===== config.mk =====
export PLATFORM = sky130hd
export DESIGN_NAME = sha256_stream_hasher
export DESIGN_NICKNAME = d
export VERILOG_FILES = /design/src/sv/sha256_pkg.sv /design/src/sv/sha256_stream_hasher.sv /design/src/sv/sha256_front.sv /design/src/sv/sha256_queue.sv /design/src/sv/sha256_core.sv
export VERILOG_INCLUDE_DIRS = /design/src /design/src/sv
export SDC_FILE = /design/constraint.sdc
export NUM_CORES = 2
export LEC_CHECK = 0
export BUFFER_PORTS_ARGS = -buffer_cell sky130_fd_sc_hd__buf_2
export CORE_MARGIN = 10
export CORE_UTILIZATION = 45
export DETAILED_ROUTE_END_ITERATION = 8
export GPL_ROUTABILITY_DRIVEN = 1
export GPL_TIMING_DRIVEN = 0
export SYNTH_ARGS = -nofsm -noshare
export SYNTH_HDL_FRONTEND = slang
export SYNTH_SLANG_ARGS = --single-unit

===== constraint.sdc =====
create_clock -name clk -period 89.3 [get_ports clk]
set_input_delay 8.93 -clock clk [delete_from_list [all_inputs] [get_ports clk]]
set_output_delay 8.93 -clock clk [all_outputs]
set_load 0.01 [all_outputs]

===== src/sv/sha256_stream_hasher_defines.svh =====
// Assertion helpers shared by the hasher top level.
`ifndef SHA256_STREAM_HASHER_DEFINES_SVH
`define SHA256_STREAM_HASHER_DEFINES_SVH

// Same-cycle implication, checked outside reset.
`define SHA_ASSERT_NOW(lbl, ante, cons, msg) \
  lbl: assert property (@(posedge clk) disable iff (!rst_n) (ante) |-> (cons)) else $error(msg);

// Next-cycle implication, checked outside reset.
`define SHA_ASSERT_NEXT(lbl, ante, cons, msg) \
  lbl: assert property (@(posedge clk) disable iff (!rst_n) (ante) |=> (cons)) else $error(msg);

`endif


===== src/sv/sha256_pkg.sv =====
package sha256_pkg;

  localparam int unsigned LEN_POS      = 56;
  localparam int unsigned DIGEST_WORDS = 8;
  localparam logic [7:0]  PAD_MARK     = 8'h80;
  localparam logic [5:0]  LAST_BYTE    = 6'd63;
  localparam logic [5:0]  LAST_ROUND   = 6'd63;
  localparam logic [5:0]  LAST_LOAD    = 6'd15;
  localparam logic [2:0]  LAST_DIGEST  = 3'd7;

  typedef struct packed {
    logic        last_blk;  // final word of the message's last block
    logic [31:0] word;
  } q_entry_t;

  typedef enum logic [0:0] {
    F_COLLECT,
    F_PAD
  } front_state_t;

  typedef enum logic [1:0] {
    B_LOAD,
    B_EXPAND,
    B_ADD,
    B_EMIT
  } core_state_t;

  function automatic logic [31:0] init_hash(input logic [2:0] idx);
    logic [31:0] v;
    unique case (idx)
      3'd0: v = 32'h6a09e667;
      3'd1: v = 32'hbb67ae85;
      3'd2: v = 32'h3c6ef372;
      3'd3: v = 32'ha54ff53a;
      3'd4: v = 32'h510e527f;
      3'd5: v = 32'h9b05688c;
      3'd6: v = 32'h1f83d9ab;
      default: v = 32'h5be0cd19;
    endcase
    return v;
  endfunction

  function automatic logic [31:0] round_k(input logic [5:0] r);
    logic [31:0] v;
    unique case (r)
      6'd0:  v = 32'h428A2F98; 6'd1:  v = 32'h71374491;
      6'd2:  v = 32'hB5C0FBCF; 6'd3:  v = 32'hE9B5DBA5;
      6'd4:  v = 32'h3956C25B; 6'd5:  v = 32'h59F111F1;
      6'd6:  v = 32'h923F82A4; 6'd7:  v = 32'hAB1C5ED5;
      6'd8:  v = 32'hD807AA98; 6'd9:  v = 32'h12835B01;
      6'd10: v = 32'h243185BE; 6'd11: v = 32'h550C7DC3;
      6'd12: v = 32'h72BE5D74; 6'd13: v = 32'h80DEB1FE;
      6'd14: v = 32'h9BDC06A7; 6'd15: v = 32'hC19BF174;
      6'd16: v = 32'hE49B69C1; 6'd17: v = 32'hEFBE4786;
      6'd18: v = 32'h0FC19DC6; 6'd19: v = 32'h240CA1CC;
      6'd20: v = 32'h2DE92C6F; 6'd21: v = 32'h4A7484AA;
      6'd22: v = 32'h5CB0A9DC; 6'd23: v = 32'h76F988DA;
      6'd24: v = 32'h983E5152; 6'd25: v = 32'hA831C66D;
      6'd26: v = 32'hB00327C8; 6'd27: v = 32'hBF597FC7;
      6'd28: v = 32'hC6E00BF3; 6'd29: v = 32'hD5A79147;
      6'd30: v = 32'h06CA6351; 6'd31: v = 32'h14292967;
      6'd32: v = 32'h27B70A85; 6'd33: v = 32'h2E1B2138;
      6'd34: v = 32'h4D2C6DFC; 6'd35: v = 32'h53380D13;
      6'd36: v = 32'h650A7354; 6'd37: v = 32'h766A0ABB;
      6'd38: v = 32'h81C2C92E; 6'd39: v = 32'h92722C85;
      6'd40: v = 32'hA2BFE8A1; 6'd41: v = 32'hA81A664B;
      6'd42: v = 32'hC24B8B70; 6'd43: v = 32'hC76C51A3;
      6'd44: v = 32'hD192E819; 6'd45: v = 32'hD6990624;
      6'd46: v = 32'hF40E3585; 6'd47: v = 32'h106AA070;
      6'd48: v = 32'h19A4C116; 6'd49: v = 32'h1E376C08;
      6'd50: v = 32'h2748774C; 6'd51: v = 32'h34B0BCB5;
      6'd52: v = 32'h391C0CB3; 6'd53: v = 32'h4ED8AA4A;
      6'd54: v = 32'h5B9CCA4F; 6'd55: v = 32'h682E6FF3;
      6'd56: v = 32'h748F82EE; 6'd57: v = 32'h78A5636F;
      6'd58: v = 32'h84C87814; 6'd59: v = 32'h8CC70208;
      6'd60: v = 32'h90BEFFFA; 6'd61: v = 32'hA4506CEB;
      6'd62: v = 32'hBEF9A3F7;
      default: v = 32'hC67178F2;
    endcase
    return v;
  endfunction

  function automatic logic [31:0] big_sigma0(input logic [31:0] x);
    return {x[1:0], x[31:2]} ^ {x[12:0], x[31:13]} ^ {x[21:0], x[31:22]};
  endfunction

  function automatic logic [31:0] big_sigma1(input logic [31:0] x);
    return {x[5:0], x[31:6]} ^ {x[10:0], x[31:11]} ^ {x[24:0], x[31:25]};
  endfunction

  function automatic logic [31:0] small_sigma0(input logic [31:0] x);
    return {x[6:0], x[31:7]} ^ {x[17:0], x[31:18]} ^ {3'b000, x[31:3]};
  endfunction

  function automatic logic [31:0] small_sigma1(input logic [31:0] x);
    return {x[16:0], x[31:17]} ^ {x[18:0], x[31:19]} ^ {10'd0, x[31:10]};
  endfunction

endpackage


===== src/sv/sha256_stream_hasher.sv =====
// Input: one byte per cycle while collecting and the queue has room; per block the core
// runs 64 rounds plus one chaining add and takes no words of the next block until then.
// End of message: after the last transaction the front pads with 64 - fill bytes (64 more
// when the length no longer fits); the first digest word follows the last packed word by
// one pop, 48 rounds and one add, later while earlier blocks are still queued.
// Reset: synchronous, active low; clears all control and reloads the initial hash value.
`include "sha256_stream_hasher_defines.svh"

module sha256_stream_hasher #(
  parameter int unsigned QUEUE_DEPTH = 16
) (
  input  logic        clk,
  input  logic        rst_n,
  input  logic        in_tvalid,
  output logic        in_tready,
  input  logic [7:0]  in_tdata,   // [7:0] data_byte
  input  logic        in_tuser,   // [0] byte_present
  input  logic        in_tlast,   // end_of_message
  output logic        out_tvalid,
  input  logic        out_tready,
  output logic [31:0] out_tdata,  // [31:0] digest_word
  output logic [2:0]  out_tuser,  // [2:0] word_index
  output logic        out_tlast   // last_word
);
  import sha256_pkg::*;

  // Front side: take one transaction per cycle while the queue has room, pack bytes into
  // words and, at end of message, run the padding and length bytes through the same packer.
  // Back side: pull sixteen words per block from the queue and compress.
  q_entry_t push_data, pop_data;
  logic     q_push, q_pop, q_full, q_empty;

  sha256_front u_front (
    .clk       (clk),
    .rst_n     (rst_n),
    .in_tvalid (in_tvalid),
    .in_tready (in_tready),
    .in_tdata  (in_tdata),
    .in_tuser  (in_tuser),
    .in_tlast  (in_tlast),
    .q_push    (q_push),
    .q_data    (push_data),
    .q_full    (q_full)
  );

  // Word queue: lets the front keep collecting while the core runs rounds 16..63
  // or waits for the digest to drain.
  sha256_queue #(
    .DEPTH (QUEUE_DEPTH)
  ) u_queue (
    .clk       (clk),
    .rst_n     (rst_n),
    .push      (q_push),
    .push_data (push_data),
    .pop       (q_pop),
    .pop_data  (pop_data),
    .full      (q_full),
    .empty     (q_empty)
  );

  sha256_core u_core (
    .clk        (clk),
    .rst_n      (rst_n),
    .q_empty    (q_empty),
    .q_pop      (q_pop),
    .q_data     (pop_data),
    .out_tvalid (out_tvalid),
    .out_tready (out_tready),
    .out_tdata  (out_tdata),
    .out_tuser  (out_tuser),
    .out_tlast  (out_tlast)
  );

  // The front must never push into a full queue, nor the core pop an empty one.
  `SHA_ASSERT_NOW(a_no_overflow, q_push, !q_full, "word pushed into full queue")
  `SHA_ASSERT_NOW(a_no_underflow, q_pop, !q_empty, "word popped from empty queue")
  // After the last digest word is taken the core returns to loading blocks.
  `SHA_ASSERT_NEXT(a_digest_ends, out_tvalid && out_tready && out_tlast, !out_tvalid,
                   "digest output continued past last word")

endmodule


===== src/sv/sha256_front.sv =====
module sha256_front (
  input  logic                 clk,
  input  logic                 rst_n,
  input  logic                 in_tvalid,
  output logic                 in_tready,
  input  logic [7:0]           in_tdata,
  input  logic                 in_tuser,
  input  logic                 in_tlast,
  output logic                 q_push,
  output sha256_pkg::q_entry_t q_data,
  input  logic                 q_full
);
  import sha256_pkg::*;

  front_state_t state_r, state_nxt;
  logic [5:0]   fill_r, fill_nxt;
  logic [23:0]  word_r, word_nxt;
  logic [63:0]  bits_r, bits_nxt;
  logic         first_r, first_nxt;
  logic         len_phase_r, len_phase_nxt;
  logic         byte_push;
  logic [7:0]   byte_val;
  logic         done;

  always_ff @(posedge clk) begin
    if (!rst_n) begin
      state_r     <= F_COLLECT;
      fill_r      <= '0;
      bits_r      <= '0;
      first_r     <= 1'b0;
      len_phase_r <= 1'b0;
    end else begin
      state_r     <= state_nxt;
      fill_r      <= fill_nxt;
      bits_r      <= bits_nxt;
      first_r     <= first_nxt;
      len_phase_r <= len_phase_nxt;
    end
  end

  always_ff @(posedge clk) begin
    word_r <= word_nxt;
  end

  always_comb begin
    state_nxt     = state_r;
    bits_nxt      = bits_r;
    first_nxt     = first_r;
    len_phase_nxt = len_phase_r;
    in_tready     = 1'b0;
    byte_push     = 1'b0;
    byte_val      = 8'h00;
    done          = 1'b0;
    unique case (state_r)
      F_COLLECT: begin
        in_tready = !q_full;
        if (in_tvalid && !q_full) begin
          if (in_tuser) begin
            byte_push = 1'b1;
            byte_val  = in_tdata;
            bits_nxt  = bits_r + 64'd8;
          end
          if (in_tlast) begin
            state_nxt = F_PAD;
            first_nxt = 1'b1;
          end
        end
      end
      F_PAD: begin
        if (!q_full) begin
          byte_push = 1'b1;
          if (first_r) begin
            byte_val  = PAD_MARK;
            first_nxt = 1'b0;
            if (fill_r < 6'(LEN_POS)) len_phase_nxt = 1'b1;
          end else if (len_phase_r && fill_r >= 6'(LEN_POS)) begin
            // length goes out most significant byte first
            byte_val = bits_r[{~fill_r[2:0], 3'b000} +: 8];
          end
          if (fill_r == LAST_BYTE) begin
            if (len_phase_r && !first_r) begin
              done          = 1'b1;
              state_nxt     = F_COLLECT;
              bits_nxt      = '0;
              len_phase_nxt = 1'b0;
            end else begin
              len_phase_nxt = 1'b1;
            end
          end
        end
      end
      default: state_nxt = F_COLLECT;
    endcase
  end

  // byte packer: four bytes to a big-endian word
  always_comb begin
    fill_nxt        = fill_r;
    word_nxt        = word_r;
    q_push          = 1'b0;
    q_data.word     = {word_r, byte_val};
    q_data.last_blk = done;
    if (byte_push) begin
      fill_nxt = fill_r + 6'd1;
      if (fill_r[1:0] == 2'b11) begin
        q_push = 1'b1;
      end else begin
        word_nxt = {word_r[15:0], byte_val};
      end
    end
  end

endmodule


===== src/sv/sha256_queue.sv =====
module sha256_queue #(
  parameter int unsigned DEPTH = 16
) (
  input  logic                 clk,
  input  logic                 rst_n,
  input  logic                 push,
  input  sha256_pkg::q_entry_t push_data,
  input  logic                 pop,
  output sha256_pkg::q_entry_t pop_data,
  output logic                 full,
  output logic                 empty
);
  import sha256_pkg::*;

  localparam int unsigned PTR_W = (DEPTH > 1) ? $clog2(DEPTH) : 1;
  localparam int unsigned CNT_W = $clog2(DEPTH + 1);
  localparam logic [PTR_W-1:0] LAST_PTR = PTR_W'(DEPTH - 1);
  localparam logic [CNT_W-1:0] FULL_CNT = CNT_W'(DEPTH);

  q_entry_t         mem [DEPTH];
  q_entry_t         head_r;
  logic [PTR_W-1:0] wr_ptr_r, rd_ptr_r;
  logic [PTR_W-1:0] rd_ptr_nxt;
  logic [CNT_W-1:0] count_r;
  logic             do_push, do_pop;

  assign full       = (count_r == FULL_CNT);
  assign empty      = (count_r == '0);
  assign do_push    = push && !full;
  assign do_pop     = pop && !empty;
  assign rd_ptr_nxt = !do_pop ? rd_ptr_r :
                      (rd_ptr_r == LAST_PTR) ? '0 : rd_ptr_r + PTR_W'(1);
  assign pop_data   = head_r;

  always_ff @(posedge clk) begin
    if (do_push) begin
      mem[wr_ptr_r] <= push_data;
    end
    // hold the head entry in a register; a word landing in the empty head slot bypasses
    if (do_push && (wr_ptr_r == rd_ptr_nxt)) begin
      head_r <= push_data;
    end else begin
      head_r <= mem[rd_ptr_nxt];
    end
  end

  always_ff @(posedge clk) begin
    if (!rst_n) begin
      wr_ptr_r <= '0;
      rd_ptr_r <= '0;
      count_r  <= '0;
    end else begin
      if (do_push) wr_ptr_r <= (wr_ptr_r == LAST_PTR) ? '0 : wr_ptr_r + PTR_W'(1);
      rd_ptr_r <= rd_ptr_nxt;
      case ({do_push, do_pop})
        2'b10:   count_r <= count_r + CNT_W'(1);
        2'b01:   count_r <= count_r - CNT_W'(1);
        default: count_r <= count_r;
      endcase
    end
  end

endmodule


===== src/sv/sha256_core.sv =====
module sha256_core (
  input  logic                 clk,
  input  logic                 rst_n,
  input  logic                 q_empty,
  output logic                 q_pop,
  input  sha256_pkg::q_entry_t q_data,
  output logic                 out_tvalid,
  input  logic                 out_tready,
  output logic [31:0]          out_tdata,
  output logic [2:0]           out_tuser,
  output logic                 out_tlast
);
  import sha256_pkg::*;

  core_state_t state_r, state_nxt;
  logic [5:0]  rnd_r, rnd_nxt;
  logic        last_r, last_nxt;
  logic [31:0] chain_r [8];
  logic [31:0] chain_nxt [8];
  logic [31:0] g_r [8];
  logic [31:0] g_nxt [8];
  logic [31:0] w_r [16];
  logic [31:0] src [8];
  logic [31:0] w_new, t1, t2;
  logic        step;

  always_ff @(posedge clk) begin
    if (!rst_n) begin
      state_r <= B_LOAD;
      rnd_r   <= '0;
      last_r  <= 1'b0;
      for (int i = 0; i < 8; i++) chain_r[i] <= init_hash(3'(i));
    end else begin
      state_r <= state_nxt;
      rnd_r   <= rnd_nxt;
      last_r  <= last_nxt;
      chain_r <= chain_nxt;
    end
  end

  // working registers and schedule window
  always_ff @(posedge clk) begin
    if (step) begin
      g_r <= g_nxt;
      for (int i = 0; i < 15; i++) w_r[i] <= w_r[i+1];
      w_r[15] <= w_new;
    end
  end

  // round 0 starts from the chaining value
  always_comb begin
    for (int i = 0; i < 8; i++) src[i] = (rnd_r == '0) ? chain_r[i] : g_r[i];
  end

  always_comb begin
    if (state_r == B_LOAD) begin
      w_new = q_data.word;
    end else begin
      w_new = small_sigma1(w_r[14]) + w_r[9] + small_sigma0(w_r[1]) + w_r[0];
    end
    t1 = src[7] + big_sigma1(src[4]) + ((src[4] & src[5]) ^ (~src[4] & src[6]))
         + round_k(rnd_r) + w_new;
    t2 = big_sigma0(src[0]) + ((src[0] & src[1]) ^ (src[0] & src[2]) ^ (src[1] & src[2]));
    g_nxt[0] = t1 + t2;
    g_nxt[1] = src[0];
    g_nxt[2] = src[1];
    g_nxt[3] = src[2];
    g_nxt[4] = src[3] + t1;
    g_nxt[5] = src[4];
    g_nxt[6] = src[5];
    g_nxt[7] = src[6];
  end

  always_comb begin
    state_nxt  = state_r;
    rnd_nxt    = rnd_r;
    last_nxt   = last_r;
    chain_nxt  = chain_r;
    q_pop      = 1'b0;
    step       = 1'b0;
    out_tvalid = 1'b0;
    out_tdata  = chain_r[rnd_r[2:0]];
    out_tuser  = rnd_r[2:0];
    out_tlast  = (rnd_r[2:0] == LAST_DIGEST);
    unique case (state_r)
      B_LOAD: begin
        if (!q_empty) begin
          q_pop   = 1'b1;
          step    = 1'b1;
          rnd_nxt = rnd_r + 6'd1;
          if (rnd_r == LAST_LOAD) begin
            last_nxt  = q_data.last_blk;
            state_nxt = B_EXPAND;
          end
        end
      end
      B_EXPAND: begin
        step    = 1'b1;
        rnd_nxt = rnd_r + 6'd1;
        if (rnd_r == LAST_ROUND) state_nxt = B_ADD;
      end
      B_ADD: begin
        for (int i = 0; i < 8; i++) chain_nxt[i] = chain_r[i] + g_r[i];
        state_nxt = last_r ? B_EMIT : B_LOAD;
      end
      B_EMIT: begin
        out_tvalid = 1'b1;
        if (out_tready) begin
          rnd_nxt = rnd_r + 6'd1;
          if (rnd_r[2:0] == LAST_DIGEST) begin
            rnd_nxt   = '0;
            last_nxt  = 1'b0;
            state_nxt = B_LOAD;
            for (int i = 0; i < 8; i++) chain_nxt[i] = init_hash(3'(i));
          end
        end
      end
      default: state_nxt = B_LOAD;
    endcase
  end

endmodule

==> out/results.txt <==
Fill cells: 17300
Layout Nets: 8071
Cells after Synth: 7144
Detail Route met3 WL: 26.5 mm
PostCTS Resize Cnt: 0
Grt total ovfl: 0
Reg-to-reg startpoint: u_core.rnd_r[0]
Worst Reg2Reg Path Length in Cells: 35
IO Port Bufs: 50
Post-synthesis sequential area ratio: 0.528
Setup-failing EPs final: 0
Wirelength per Cell: 29.4 µm
Hold EP: u_core.w_r[1][8]
TritonCTS clock tree: built
Min Tclk post-route: 16790 ps
Residual DRC: 0
Crit Path Max Fanout: 10
Capturing point of the worst reg2reg path: u_core.g_r[255]
CTS root buf: clkbuf_16
Post-synth EDFFs: 1320
Routed wl met2: 128 mm
FF-to-FF setup slack: 72510 ps
Initial Util: 0.453
Crit path DAT: 17380 ps
RSZ-0062 raised after global routing: no
CP peak stage delay: 1180 ps
Routed wire length: 302 mm
Synth area leaders: edfxtp_1 (44%), dfxtp_1 (8.6%), mux4_2 (6.1%), ha_1 (5.6%), xnor2_1 (4.5%)
Vias in the first global route: 59500
Drt initial violations: 7371
IO Count: 52
Largest delay share family, worst path: buffers and inverters
Largest net degree at the start of global routing: 32
Post-DRT Antenna Nets: 0
Pre-CTS WS: 72850 ps
Status: complete, no violations
TritonCTS Buffers: 188
Synth Flop Type: edfxtp_1
Crit. End Element: flip-flop
Highest Clock Rate: 59.6 MHz
Die area: 0.218 mm²
Clk buf depth: 3
Die height: 466 µm
Share of the synthesized area in the top cell type: 0.442
Final Worst Setup Slack: 72510 ps
Fraction of layout cells with a size suffix above 1: 0.124
Worst Min Path Start: u_core.w_r[2][8]
Max-slew violation count: 0
Layout Skew: 47.2 ps
CP dominant cell by count: fa_1
Cts hold-fix bufs: 0
Post-DR vias/cell: 6.01
Mapped Nets: 7758
Clock-pin slew on the worst setup and hold paths: 60 ps
Tot GR Track Use: 0.271
CTS sink cnt: 1704
FF+latch count, synth: 1704
# rows: 163
DR pass1 iterations: 6
Hold slack: 409 ps
Core box area: 0.198 mm²
First-pass GRT wire length: 428 mm
Crit path kind: flip-flop to flip-flop
Worst-Margin Slew: 1470 ps
Syn avg cell area: 12.6 µm²
Die Width: 466 µm
Hold path depth: 0
Hold Crit Class: flip-flop to flip-flop
Final period util: 0.188
H-tree levels: 4
Netlist cell types: 83
Final non-filler cell total: 10300
Slew HR: 0.0150
GP Congestion: 0.999
Area Overhead vs Synth: 12.5%
DP Cell Count: 9906
Slowest CP cell: a221oi_1
DP HPWL: 229 mm
WP data required: 89890 ps
M1 WL: 136 mm
Setup TNS after final layout: 0 ps
Syn Std Cell Area: 0.0897 mm²
Crit start category: flip-flop
Clock latency on the worst-skew pair: 860 ps
Largest area contributor in the netlist: edfxtp_1
Final Hold Vio Count: 0
Top routing layer used: met5
CP startpoint: u_core.rnd_r[0]
Asr flop ratio synth: 0
Via Count: 61700
MaxCap Viol Count: 0
Initial antenna violation count: 17
Synth Warn #: 0
Post-CTS Setup Bufs: 0
Worst path bufs/invs: 8
-- cells by family after synthesis --
family / count (synthesis) / share of synthesized area
flops: 1704 / 0.528
mux: 583 / 0.102
fa+ha+maj: 617 / 0.102
compound gates: 1473 / 0.104
xor+xnor: 628 / 0.0618
buf+inv: 717 / 0.0302
simple gates: 1422 / 0.0719
-- through the flow --
step	instance area, µm²	utilization
2_1_floorplan	89700	-
3_3_place_gp	93200	0.471
3_5_place_dp	94800	0.479
4_1_cts	101000	0.510
5_1_grt	101000	0.510
6_report	101000	0.510
-- state kept, by name (all words and copies together), names as in the netlist, named ones only --
| register | count |
|---|---|
| u_queue.mem | 528 |
| u_core.w_r | 512 |
| u_core.chain_r | 256 |
| u_core.g_r | 256 |
| u_front.bits_r | 61 |
| u_front.word_r | 24 |
| u_core.rnd_r | 6 |
| u_front.fill_r | 6 |
| u_queue.count_r | 5 |
| u_queue.rd_ptr_r | 4 |
| u_queue.wr_ptr_r | 4 |
| u_core.state_r | 2 |
| u_core.last_r | 1 |
| u_front.first_r | 1 |
| u_front.len_phase_r | 1 |
| u_front.state_r | 1 |
-- cells in the mapped netlist (196+ instances only) --
| library cell | count |
|---|---|
| a21oi_1 | 417 |
| edfxtp_1 | 1320 |
| dfxtp_1 | 384 |
| o21ai_0 | 239 |
| nor2_1 | 503 |
| mux4_2 | 242 |
| mux2_2 | 235 |
| inv_1 | 447 |
| xnor2_1 | 464 |
| fa_1 | 196 |
| nand2_1 | 402 |
| ha_1 | 404 |
-- worst register-to-register path: cells and delay by family, from the launching register on --
family	cells	cell delay, ps
xor+xnor	2	880
compound gates	11	3980
simple gates	5	1570
fa+ha+maj	8	3390
mux	1	570
buf+inv	8	5660
flops	1	470
-- worst max-delay path by stage --
stage                            to  slack (ps)  cells after the start
floorplan                 flip-flop       37980                     14
global placement          flip-flop       10090                     12
detailed placement  u_core.g_r[255]       72850                     35
CTS                 u_core.g_r[255]       72790                     35
global route        u_core.g_r[255]       72280                     35
finish              u_core.g_r[255]       72510                     35
-- routing by layer --
layer,global-route usage,vias up
met4,0.0935,8
met1,0.400,31200
met3,0.0573,547
li1,-,27100
met5,0,-
met2,0.392,2795
-- final cells by class --
cell class | instances | area, µm² | area share
timing repair buffer | 123 | 1650 | 0.0163
clock inverter | 105 | 960 | 0.00951
antenna | 7 | 17.5 | 0.000174
buffer | 264 | 1020 | 0.0101
sequential | 1704 | 47300 | 0.469
clock buffer | 248 | 5140 | 0.0509
multi-input combinational | 4723 | 39800 | 0.394
inverter | 453 | 1700 | 0.0169
tap | 2640 | 3300 | 0.0327
-- cells in the final DEF, fill, tap and decap left out, types with 41 or more instances in the layout --
cell / netlist / routed
edfxtp_1: 1320 / 1320
nor2_1: 503 / 491
xnor2_1: 464 / 464
inv_1: 447 / 447
a21oi_1: 417 / 416
ha_1: 404 / 404
nand2_1: 402 / 402
dfxtp_1: 384 / 384
mux4_2: 242 / 242
clkbuf_1: 191 / 235
mux2_2: 235 / 235
o21ai_0: 239 / 232
fa_1: 196 / 196
clkbuf_16: 0 / 193
a21o_1: 162 / 162
xor2_1: 161 / 161
nand3_1: 115 / 115
mux2i_1: 106 / 106
o22ai_1: 91 / 91
nor3_1: 83 / 79
o21a_1: 73 / 73
a22oi_1: 72 / 72
buf_1: 65 / 61
o21ai_1: 57 / 59
buf_2: 4 / 58
a31oi_1: 58 / 57
nor2b_1: 52 / 51
nand2b_1: 48 / 48
o21bai_1: 45 / 45
or3_1: 45 / 45
and3_1: 41 / 41
Power is not shown: default switching activity piles up to over one toggle a cycle in this logic, so the estimate is an artifact.
